<file path="src/design/crtt_pkg.sv">
// Shared types and codes for the command retry timeout tracker.
`default_nettype none

package crtt_pkg;

    localparam int unsigned SeqW    = 32;
    localparam int unsigned TimeW   = 32;
    localparam int unsigned RetryW  = 4;
    localparam int unsigned StatW   = 8;
    localparam int unsigned MaskW   = 2;
    localparam int unsigned CfgAddrW = 1;
    localparam int unsigned CfgDataW = 32;

    localparam logic [TimeW-1:0]  TIMEOUT_RESET = 32'd1000;
    localparam logic [RetryW-1:0] RETRIES_RESET = 4'd3;
    localparam logic [SeqW-1:0]   SEQ_FIRST     = 32'd1;

    localparam logic [MaskW-1:0] MASK_HOT  = 2'b01;
    localparam logic [MaskW-1:0] MASK_COLD = 2'b10;

    localparam logic [CfgAddrW-1:0] REG_TIMEOUT = 1'd0;
    localparam logic [CfgAddrW-1:0] REG_RETRIES = 1'd1;

    typedef enum logic [1:0] {
        CMD_SEND = 2'd0,
        CMD_TICK = 2'd1,
        CMD_ACK  = 2'd2
    } t_cmd;

    typedef enum logic [3:0] {
        EV_NONE    = 4'd0,
        EV_SENT    = 4'd1,
        EV_BUSY    = 4'd2,
        EV_STAMP   = 4'd3,
        EV_RESEND  = 4'd4,
        EV_FAILED  = 4'd5,
        EV_ACK_OK  = 4'd6,
        EV_ACK_ERR = 4'd7,
        EV_ACK_IGN = 4'd8
    } t_event;

    typedef struct packed {
        logic [1:0]       cmd;
        logic             hot_on;
        logic             cold_on;
        logic [TimeW-1:0] now_ms;
        logic [SeqW-1:0]  ack_seq;
        logic [StatW-1:0] ack_status;
    } t_item;

    typedef struct packed {
        t_event            event_res;
        logic [MaskW-1:0]  relay_mask;
        logic [SeqW-1:0]   seq_out;
        logic [RetryW-1:0] retry_no;
        logic              pending;
    } t_result;

    typedef struct packed {
        logic                we;
        logic [CfgAddrW-1:0] addr;
        logic [CfgDataW-1:0] wdata;
    } t_cfg_wr;

endpackage

`default_nettype wire

</file>
<file path="src/design/crtt_in_reg.sv">
// Input register stage: holds one accepted item until the core takes it.
`default_nettype none

module crtt_in_reg (
    input  wire logic           i_clk,
    input  wire logic           i_rst_n,
    input  wire logic           i_valid,
    output logic                o_ready,
    input  wire crtt_pkg::t_item i_item,
    output logic                o_valid,
    input  wire logic           i_take,
    output crtt_pkg::t_item     o_item
);

    logic            r_valid;
    crtt_pkg::t_item r_item;

    // Refill in the same cycle the held item moves on.
    assign o_ready = !r_valid || i_take;
    assign o_valid = r_valid;
    assign o_item  = r_item;

    always_ff @(posedge i_clk) begin
        if (!i_rst_n) begin
            r_valid <= 1'b0;
        end else if (o_ready) begin
            r_valid <= i_valid;
        end
    end

    always_ff @(posedge i_clk) begin
        if (o_ready && i_valid) begin
            r_item <= i_item;
        end
    end

endmodule

`default_nettype wire

</file>
<file path="src/design/crtt_core.sv">
// Tracker state, configuration registers and per-item event logic.
`default_nettype none

module crtt_core (
    input  wire logic             i_clk,
    input  wire logic             i_rst_n,
    input  wire crtt_pkg::t_cfg_wr i_cfg,
    input  wire logic             i_fire,
    input  wire crtt_pkg::t_item  i_item,
    output crtt_pkg::t_result     o_result
);

    logic [crtt_pkg::TimeW-1:0]  r_timeout_ms;
    logic [crtt_pkg::RetryW-1:0] r_max_retries;

    logic                        r_busy;
    logic [crtt_pkg::SeqW-1:0]   r_pending_seq;
    logic [crtt_pkg::TimeW-1:0]  r_stamp_time;
    logic [crtt_pkg::RetryW-1:0] r_retry_count;
    logic [crtt_pkg::SeqW-1:0]   r_next_seq;

    logic                        n_busy;
    logic [crtt_pkg::SeqW-1:0]   n_pending_seq;
    logic [crtt_pkg::TimeW-1:0]  n_stamp_time;
    logic [crtt_pkg::RetryW-1:0] n_retry_count;
    logic [crtt_pkg::SeqW-1:0]   n_next_seq;

    logic [crtt_pkg::TimeW-1:0]  elapsed;
    logic                        seq_from_ack;
    crtt_pkg::t_event            ev;
    logic [crtt_pkg::MaskW-1:0]  mask;

    assign elapsed = i_item.now_ms - r_stamp_time;

    always_comb begin
        n_busy        = r_busy;
        n_pending_seq = r_pending_seq;
        n_stamp_time  = r_stamp_time;
        n_retry_count = r_retry_count;
        n_next_seq    = r_next_seq;
        ev            = crtt_pkg::EV_NONE;
        mask          = '0;
        seq_from_ack  = 1'b0;
        unique case (i_item.cmd)
            crtt_pkg::CMD_SEND: begin
                if (r_busy) begin
                    ev = crtt_pkg::EV_BUSY;
                end else begin
                    mask = (i_item.hot_on  ? crtt_pkg::MASK_HOT  : '0)
                         | (i_item.cold_on ? crtt_pkg::MASK_COLD : '0);
                    n_busy        = 1'b1;
                    n_pending_seq = r_next_seq;
                    n_stamp_time  = '0;
                    n_retry_count = '0;
                    n_next_seq    = r_next_seq + 1'b1;
                    ev            = crtt_pkg::EV_SENT;
                end
            end
            crtt_pkg::CMD_TICK: begin
                // A stored time of zero means the send is not stamped yet.
                if (r_busy) begin
                    if (r_stamp_time == '0) begin
                        n_stamp_time = i_item.now_ms;
                        ev           = crtt_pkg::EV_STAMP;
                    end else if (elapsed >= r_timeout_ms) begin
                        if (r_retry_count >= r_max_retries) begin
                            n_busy = 1'b0;
                            ev     = crtt_pkg::EV_FAILED;
                        end else begin
                            n_retry_count = r_retry_count + 1'b1;
                            n_stamp_time  = i_item.now_ms;
                            ev            = crtt_pkg::EV_RESEND;
                        end
                    end
                end
            end
            crtt_pkg::CMD_ACK: begin
                if (!r_busy || i_item.ack_seq != r_pending_seq) begin
                    ev           = crtt_pkg::EV_ACK_IGN;
                    seq_from_ack = 1'b1;
                end else begin
                    n_busy = 1'b0;
                    ev     = (i_item.ack_status == '0) ? crtt_pkg::EV_ACK_OK
                                                        : crtt_pkg::EV_ACK_ERR;
                end
            end
            default: begin
                ev = crtt_pkg::EV_NONE;
            end
        endcase
    end

    always_comb begin
        o_result.event_res  = ev;
        o_result.relay_mask = mask;
        o_result.seq_out    = seq_from_ack ? i_item.ack_seq : n_pending_seq;
        o_result.retry_no   = n_retry_count;
        o_result.pending    = n_busy;
    end

    always_ff @(posedge i_clk) begin
        if (!i_rst_n) begin
            r_timeout_ms  <= crtt_pkg::TIMEOUT_RESET;
            r_max_retries <= crtt_pkg::RETRIES_RESET;
        end else if (i_cfg.we) begin
            unique case (i_cfg.addr)
                crtt_pkg::REG_TIMEOUT: r_timeout_ms  <= i_cfg.wdata;
                crtt_pkg::REG_RETRIES: r_max_retries <= i_cfg.wdata[crtt_pkg::RetryW-1:0];
                default: ;
            endcase
        end
    end

    always_ff @(posedge i_clk) begin
        if (!i_rst_n) begin
            r_busy        <= 1'b0;
            r_pending_seq <= '0;
            r_stamp_time  <= '0;
            r_retry_count <= '0;
            r_next_seq    <= crtt_pkg::SEQ_FIRST;
        end else if (i_fire) begin
            r_busy        <= n_busy;
            r_pending_seq <= n_pending_seq;
            r_stamp_time  <= n_stamp_time;
            r_retry_count <= n_retry_count;
            r_next_seq    <= n_next_seq;
        end
    end

endmodule

`default_nettype wire

</file>
<file path="src/design/command_retry_timeout_tracker.sv">
// Stop-and-wait command tracker top level: stream ports and result register.
//
// Usage: events (send, tick, acknowledgement) enter on the s_axis channel,
// with the event kind in s_axis_tuser. Every accepted item yields exactly one
// result on the m_axis channel, with the event code in m_axis_tuser.
// Path: an accepted item is held in the input register and is evaluated
// against the tracker state when the result register is free or being taken;
// that evaluation loads the result register, which offers it on m_axis.
// Throughput: one item per cycle while m_axis_tready stays high; the state
// update is combinational logic between the input and result registers.
// Stall: when m_axis_tready is low the result register holds, the input
// register takes one more item if it was empty, then s_axis_tready drops.
// Reset (i_rst_n low at a clock edge): both stages empty, the tracker goes
// idle with the next sequence number at 1, timeout 1000 ms, 3 retries.
// Configuration writes via i_cfg_we/i_cfg_addr/i_cfg_wdata take effect at
// once; write them only while no item is in flight.
`default_nettype none

module command_retry_timeout_tracker (
    input  wire logic        i_clk,
    input  wire logic        i_rst_n,
    input  wire logic        i_cfg_we,
    input  wire logic [0:0]  i_cfg_addr,
    input  wire logic [31:0] i_cfg_wdata,
    input  wire logic        s_axis_tvalid,
    output logic             s_axis_tready,
    // hot_on[0], cold_on[1], now_ms[33:2], ack_seq[65:34], ack_status[73:66]
    input  wire logic [79:0] s_axis_tdata,
    // cmd[1:0]
    input  wire logic [1:0]  s_axis_tuser,
    output logic             m_axis_tvalid,
    input  wire logic        m_axis_tready,
    // relay_mask[1:0], seq_out[33:2], retry_no[37:34], pending[38]
    output logic [39:0]      m_axis_tdata,
    // event_res[3:0]
    output logic [3:0]       m_axis_tuser
);

    crtt_pkg::t_item   in_item;
    crtt_pkg::t_item   held_item;
    crtt_pkg::t_result result;
    crtt_pkg::t_cfg_wr cfg;
    logic              held_valid;
    logic              fire;

    logic              r_out_valid;
    crtt_pkg::t_result r_out;

    always_comb begin
        in_item.cmd        = s_axis_tuser;
        in_item.hot_on     = s_axis_tdata[0];
        in_item.cold_on    = s_axis_tdata[1];
        in_item.now_ms     = s_axis_tdata[33:2];
        in_item.ack_seq    = s_axis_tdata[65:34];
        in_item.ack_status = s_axis_tdata[73:66];
        cfg.we             = i_cfg_we;
        cfg.addr           = i_cfg_addr;
        cfg.wdata          = i_cfg_wdata;
    end

    // Evaluate the held item whenever the result register is free.
    assign fire = held_valid && (!r_out_valid || m_axis_tready);

    crtt_in_reg u_in_reg (
        .i_clk   (i_clk),
        .i_rst_n (i_rst_n),
        .i_valid (s_axis_tvalid),
        .o_ready (s_axis_tready),
        .i_item  (in_item),
        .o_valid (held_valid),
        .i_take  (fire),
        .o_item  (held_item)
    );

    crtt_core u_core (
        .i_clk    (i_clk),
        .i_rst_n  (i_rst_n),
        .i_cfg    (cfg),
        .i_fire   (fire),
        .i_item   (held_item),
        .o_result (result)
    );

    always_ff @(posedge i_clk) begin
        if (!i_rst_n) begin
            r_out_valid <= 1'b0;
        end else if (!r_out_valid || m_axis_tready) begin
            r_out_valid <= held_valid;
        end
    end

    always_ff @(posedge i_clk) begin
        if (fire) begin
            r_out <= result;
        end
    end

    assign m_axis_tvalid = r_out_valid;
    assign m_axis_tuser  = r_out.event_res;
    assign m_axis_tdata  = {1'b0, r_out.pending, r_out.retry_no, r_out.seq_out,
                            r_out.relay_mask};

endmodule

`default_nettype wire

</file>
<file path="config.mk">
export PLATFORM = sky130hd
export DESIGN_NAME = command_retry_timeout_tracker
export DESIGN_NICKNAME = d
export VERILOG_FILES = /design/src/design/crtt_pkg.sv /design/src/design/crtt_in_reg.sv /design/src/design/crtt_core.sv /design/src/design/command_retry_timeout_tracker.sv
export SDC_FILE = /design/constraint.sdc
export NUM_CORES = 1
export LEC_CHECK = 0
export BUFFER_PORTS_ARGS = -buffer_cell sky130_fd_sc_hd__buf_2
export CAP_MARGIN = 15
export CORE_MARGIN = 4
export CORE_UTILIZATION = 25
export CTS_CLUSTER_SIZE = 40
export DETAILED_ROUTE_END_ITERATION = 12
export PLACE_DENSITY = 0.43
export SETUP_SLACK_MARGIN = 0.15
export SYNTH_ARGS = -nofsm -noshare
export SYNTH_HDL_FRONTEND = slang
export SYNTH_SLANG_ARGS = --single-unit
</file>
<file path="constraint.sdc">
create_clock -name i_clk -period 10.7 [get_ports i_clk]
set_input_delay 3.21 -clock i_clk [delete_from_list [all_inputs] [get_ports i_clk]]
set_output_delay 3.21 -clock i_clk [all_outputs]
set_load 0.05 [all_outputs]
</file>
== Word-level counts from Yosys, hierarchy flattened ==
Index checks and enable logic that the tools add are counted.

* Logic and storage cells: 86
* Register bits after elaboration: 258

* Bitwise operators: 4
* Reduce and logical (&&, ||, !) cells: 17
* Add/sub/neg operators: 3
* $lt $le $gt $ge: 2
* Equality and inequality tests: 7
* Muxes and demuxes: 33

{| class="wikitable"
|+ Operators by type and width
! cell !! number
|-
| two-way mux 32 bit || 8
|-
| case mux 32 bit (2 select lines) || 1
|-
| two-way mux 4 bit || 9
|-
| adder 32 x 1 -> 32 bit, second input constant || 1
|-
| greater-or-equal comparator 32 bit || 1
|-
| zero test 32 bit || 1
|-
| != test 32 bit || 1
|-
| subtractor 32 bit || 1
|-
| case mux 4 bit (3 select lines) || 1
|-
| two-way mux 1 bit || 10
|-
| zero test 8 bit || 1
|-
| case mux 4 bit (2 select lines) || 1
|-
| AND reduction 6 bit || 1
|-
| adder 4 x 1 -> 4 bit, second input constant || 1
|-
| greater-or-equal comparator 4 bit || 1
|-
| two-way mux 2 bit || 2
|-
| AND reduction 2 bit || 2
|-
| zero test 1 bit || 3
|-
| logical OR 1 bit || 3
|-
| != test 3 x 1 -> 1 bit, second input constant || 1
|-
| != test 3 x 2 -> 1 bit, second input constant || 1
|-
| NOT 1 bit || 3
|-
| case mux 1 bit (3 select lines) || 1
|-
| AND reduction 3 bit || 1
|-
| other kinds (9) || 10
|}

== Longest topological paths before layout ==
* Depth after elaboration: 6
* Gate-level depth with buffers: 25
* Mapped depth without buffers: 24

== Hierarchy ==
Synthesis repeated with hierarchy kept, for this count alone.

* Cell total of the unflattened synthesis: 1318
* Area total of the unflattened synthesis: 12990.0 µm²

{| class="wikitable"
|+ Modules (own cells, without submodules)
! module !! instances !! area an instance (µm²) !! cells each
|-
| crtt_core || 1 || 9300.2 || 1188
|-
| crtt_in_reg || 1 || 2339.7 || 81
|-
| command_retry_timeout_tracker || 1 || 1350.0 || 49
|}

== Least setup slack after synthesis ==
OpenSTA, ideal clock, no wires.

* Path type: input to output
* Start: input port m_axis_tready
* End: output port s_axis_tready
* Data required time: 7.490 ns
* Cell stages on the path: 2
* Path buffers: 0
* Arrival time: 3.799 ns
* Setup slack: 3.691 ns
* Path through: nor2b_1 > nand2_1

* Cells in the longest elaborated chain, start to end: 3

{| class="wikitable"
|+ Ends and longest elaborated chain
! item !! RTL line !! source
|-
| start, declared || command_retry_timeout_tracker.sv:32 || <nowiki>input wire logic m_axis_tready,</nowiki>
|-
| logical OR 1 bit || command_retry_timeout_tracker.sv:62 || <nowiki>assign fire = held_valid && (!r_out_valid || m_axis_tready);</nowiki>
|-
| logical AND 1 bit || command_retry_timeout_tracker.sv:62 ||
|-
| logical OR 1 bit || crtt_in_reg.sv:19 || <nowiki>assign o_ready = !r_valid || i_take;</nowiki>
|-
| end, declared || command_retry_timeout_tracker.sv:26 || <nowiki>output logic s_axis_tready,</nowiki>
|}

Every way passes these cells.

== Worst setup path after layout ==
Same ends and word-level chain as after synthesis.

==> flow_summary_export.csv <==
group,metric,value,unit
place,port_buffers,158,
place,post-dp-hpwl,24200,um
timing,finalMaxSlewViolations,0,
place,post-place-cells,2107,
run_status,status,"complete, no violations",
clock_network,cts_root_buffer,"clkbuf_16",
route,wl_per_cell,16.0,um
clock_network,cts.path.max_buffers,3,
critical_path,cp_common_cell,"buf_2",
floorplanning,std_cell_rows,83,
critical_path,worst-r2r-setup-slack,5070,ps
floorplanning,initial_core_util,25.3,%
floorplanning,coreArea,51500,um^2
logic_synthesis,yosys_most_used_dff,"dfxtp_1",
critical_path,cp_top_family,"simple AND/OR/NAND/NOR gates",
timing,max_freq,138,MHz
floorplanning,die-area,55900,um^2
logic_synthesis,synth_cell_types,63,
logic_synthesis,synth_top_area_share,27.4,%
critical_path,required,7490,ps
critical_path,worstPathArrival,4040,ps
finish,final_nets,1658,
timing,setup_tns,0,ps
timing,holdWs,464,ps
critical_path,crit_slowest_cell,"nor2b_1",
logic_synthesis,yosysWarningCount,0,
place,placed_cell_area,14600,um^2
timing,rsz0062_at_grt,"no",
route,viasPerCell,4.40,
route,antenna_left,0,
timing,worst_pin_slew,1090,ps
critical_path,worstPathMaxFanout,5,
finish,nFillCells,5455,
route,drt_iter0_markers,384,
clock_network,cts_buffers,35,
global_routing,grt_pass1_vias,9646,
clock_network,h-tree-depth,2,
timing,period_share,67.7,%
logic_synthesis,synthArstFlopShare,0,%
finish,final_cell_mix,"232 x nand2_1, 157 x buf_2, 139 x dfxtp_1, 119 x edfxtp_1, 82 x inv_1",
critical_path,cpPeakStageDelay,370,ps
place,place_congestion,0.777,
finish,final_area,15700,um^2
route,drt_wl_total,34700,um
floorplanning,die_h,236,um
global_routing,grt-ovfl-total,0,
worst_hold_path,hp-class,"flip-flop to flip-flop",
critical_path,crit_type,"input pin to primary output",
critical_path,path_cells,"buf_2, nor2b_1, nand2_1, buf_2",
logic_synthesis,avgSynthCellArea,9.90,um^2
global_routing,antenna_found_initial,1,
clock_network,clk_pin_slew,60,ps
clock_network,cts_resized,0,
logic_synthesis,synth.cell_area,13000,um^2
logic_synthesis,synth_edf_count,119,
power_and_ir_drop,peakVddDrop,99.1,uV
critical_path,crit_buf_inv,2,
job,drv_cap,0,
power_and_ir_drop,powerDensity,163,nW/um^2
power_and_ir_drop,leakage,6.05,nW
timing,fin_skew,23.0,ps
finish,synthToLayoutAreaGrowth,20.5,%
critical_path,startpoint_type,"input pin",
clock_network,insertion_delay,540,ps
logic_synthesis,synth-seq-cells,258,
logic_synthesis,synth_seq_area_share,48.7,%
global_routing,grt_max_degree,89,
timing,setup_viol,0,
timing,hold_viol_final,0,
clock_network,clock_sinks,258,
logic_synthesis,synth_area_leaders,"edfxtp_1 27%, dfxtp_1 21%, ha_1 7.0%",
timing,slew-limit-headroom,27.0,%
logic_synthesis,synth_top_area_cell,"edfxtp_1",
clock_network,cts_tree,"built",
finish,final_common_cell,"nand2_1",
global_routing,grtUsageTotal,12.2,%
logic_synthesis,postSynthCellCount,1318,
clock_network,cts_hold_buf,0,
route,vias,9554,
finish,utilization,30.5,%
logic_synthesis,syn-num-nets,1512,
route,drc,0,
finish,drive_above_1_share,16.4,%
critical_path,worstSetupEndpointType,"primary output",
timing,min_period,7250,ps
finish,stdcell_count,2172,
route,drt-pass1-iter-count,4,
floorplanning,boundaryPins,166,
clock_network,post_cts_buffers,0,
floorplanning,die_w,236,um
global_routing,grt_pass1_wl,54200,um
[through the flow]
step / total power, W / setup slack (ps)
3_3_place_gp: 0.00141 / 3470
3_5_place_dp: 0.00141 / 3460
6_report: 0.00256 / 3450
4_1_cts: 0.00263 / 3460
5_1_grt: 0.00270 / 3350
2_1_floorplan: 0.00131 / 3690
[state kept, by name, summed over array words and instances, names as in the netlist]
name,cells
m_axis_tdata,39
u_core.r_stamp_time,32
m_axis_tuser,4
u_core.r_timeout_ms,32
u_core.r_next_seq,32
m_axis_tvalid,1
u_core.r_retry_count,4
u_core.r_busy,1
u_core.r_max_retries,4
u_core.r_pending_seq,32
u_in_reg.o_item,76
u_in_reg.o_valid,1
[logic make-up (layout without fill, tap and decap cells)]
group | count (synthesis) | after routing | share of synthesized area [%]
AO/OA/AOI/OAI | 244 | 244 | 13.2
AND/OR/NAND/NOR | 450 | 450 | 16.1
buffers and inverters | 142 | 315 | 4.15
flip-flops | 258 | 258 | 48.7
other | 1 | 2 | 0.0287
adder cells (fa/ha/maj) | 74 | 74 | 7.16
XOR/XNOR | 84 | 84 | 5.64
multiplexers | 65 | 65 | 4.99
[worst register-to-register path, cell delays in order, from the launching register on]
cell and delay [ps]:
edfxtp_1 410, inv_1 80, ha_1 160, inv_1 50, fa_1 400, a21o_1 200
a221oi_2 410, a2111oi_1 170, a21oi_2 240, o211ai_2 160, o2111a_1 290, o21a_1 190
o21a_1 190, o41a_1 320, xor2_1 150, ha_1 290, nand4_1 180, o41ai_2 700
and3_1 440, and2_1 230, a311oi_1 110
[cell usage after synthesis (25+ instances only)]
library cell / count
a21boi_0: 65
a21o_1: 25
a21oi_1: 38
and2_1: 30
clkbuf_1: 53
dfxtp_1: 139
edfxtp_1: 119
ha_1: 73
inv_1: 83
mux2i_1: 65
nand2_1: 233
nand3_1: 56
nor2_1: 32
o21ai_0: 44
xnor2_1: 35
xor2_1: 49
[report_power, final]
group / internal [W] / switching [W]
combinational: 0.000109 / 0.000181
clock: 0.000721 / 0.000458
sequential: 0.00107 / 0.0000213
[cell type report]
cell class	count	area [um^2]	area share, %
Clock inverter	12	136	0.867
Tap cell	680	851	5.41
Inverter	83	312	1.98
Sequential cell	258	6360	40.4
Timing Repair Buffer	168	868	5.52
Clock buffer	52	1030	6.57
Antenna cell	1	2.50	0.0159
Multi-Input combinational cell	918	6160	39.2
[layer usage]
metal | wire, um | GRT usage [%] | vias to the layer above
met2 | 16700 | 21.0 | 170
met1 | 15300 | 15.3 | 4443
met3 | 1870 | 2.74 | 44
li1 | - | - | 4897
met4 | 763 | 3.86 | 0
met5 | 0 | 0 | -
[path summary, 6_finish.rpt]
kind,startpoint,end,cells past startpoint
worst max-delay path,m_axis_tready,s_axis_tready,4
worst min-delay path,u_core.r_timeout_ms[18]$_SDFFE_PN0P_,u_core.r_timeout_ms[18]$_SDFFE_PN0P_,2
worst max register to register,u_in_reg.o_item[40]$_DFFE_PP_,m_axis_tdata[37]$_DFFE_PP_,20
worst min register to register,u_core.r_timeout_ms[18]$_SDFFE_PN0P_,u_core.r_timeout_ms[18]$_SDFFE_PN0P_,2
(Power assumes the default switching activity.)
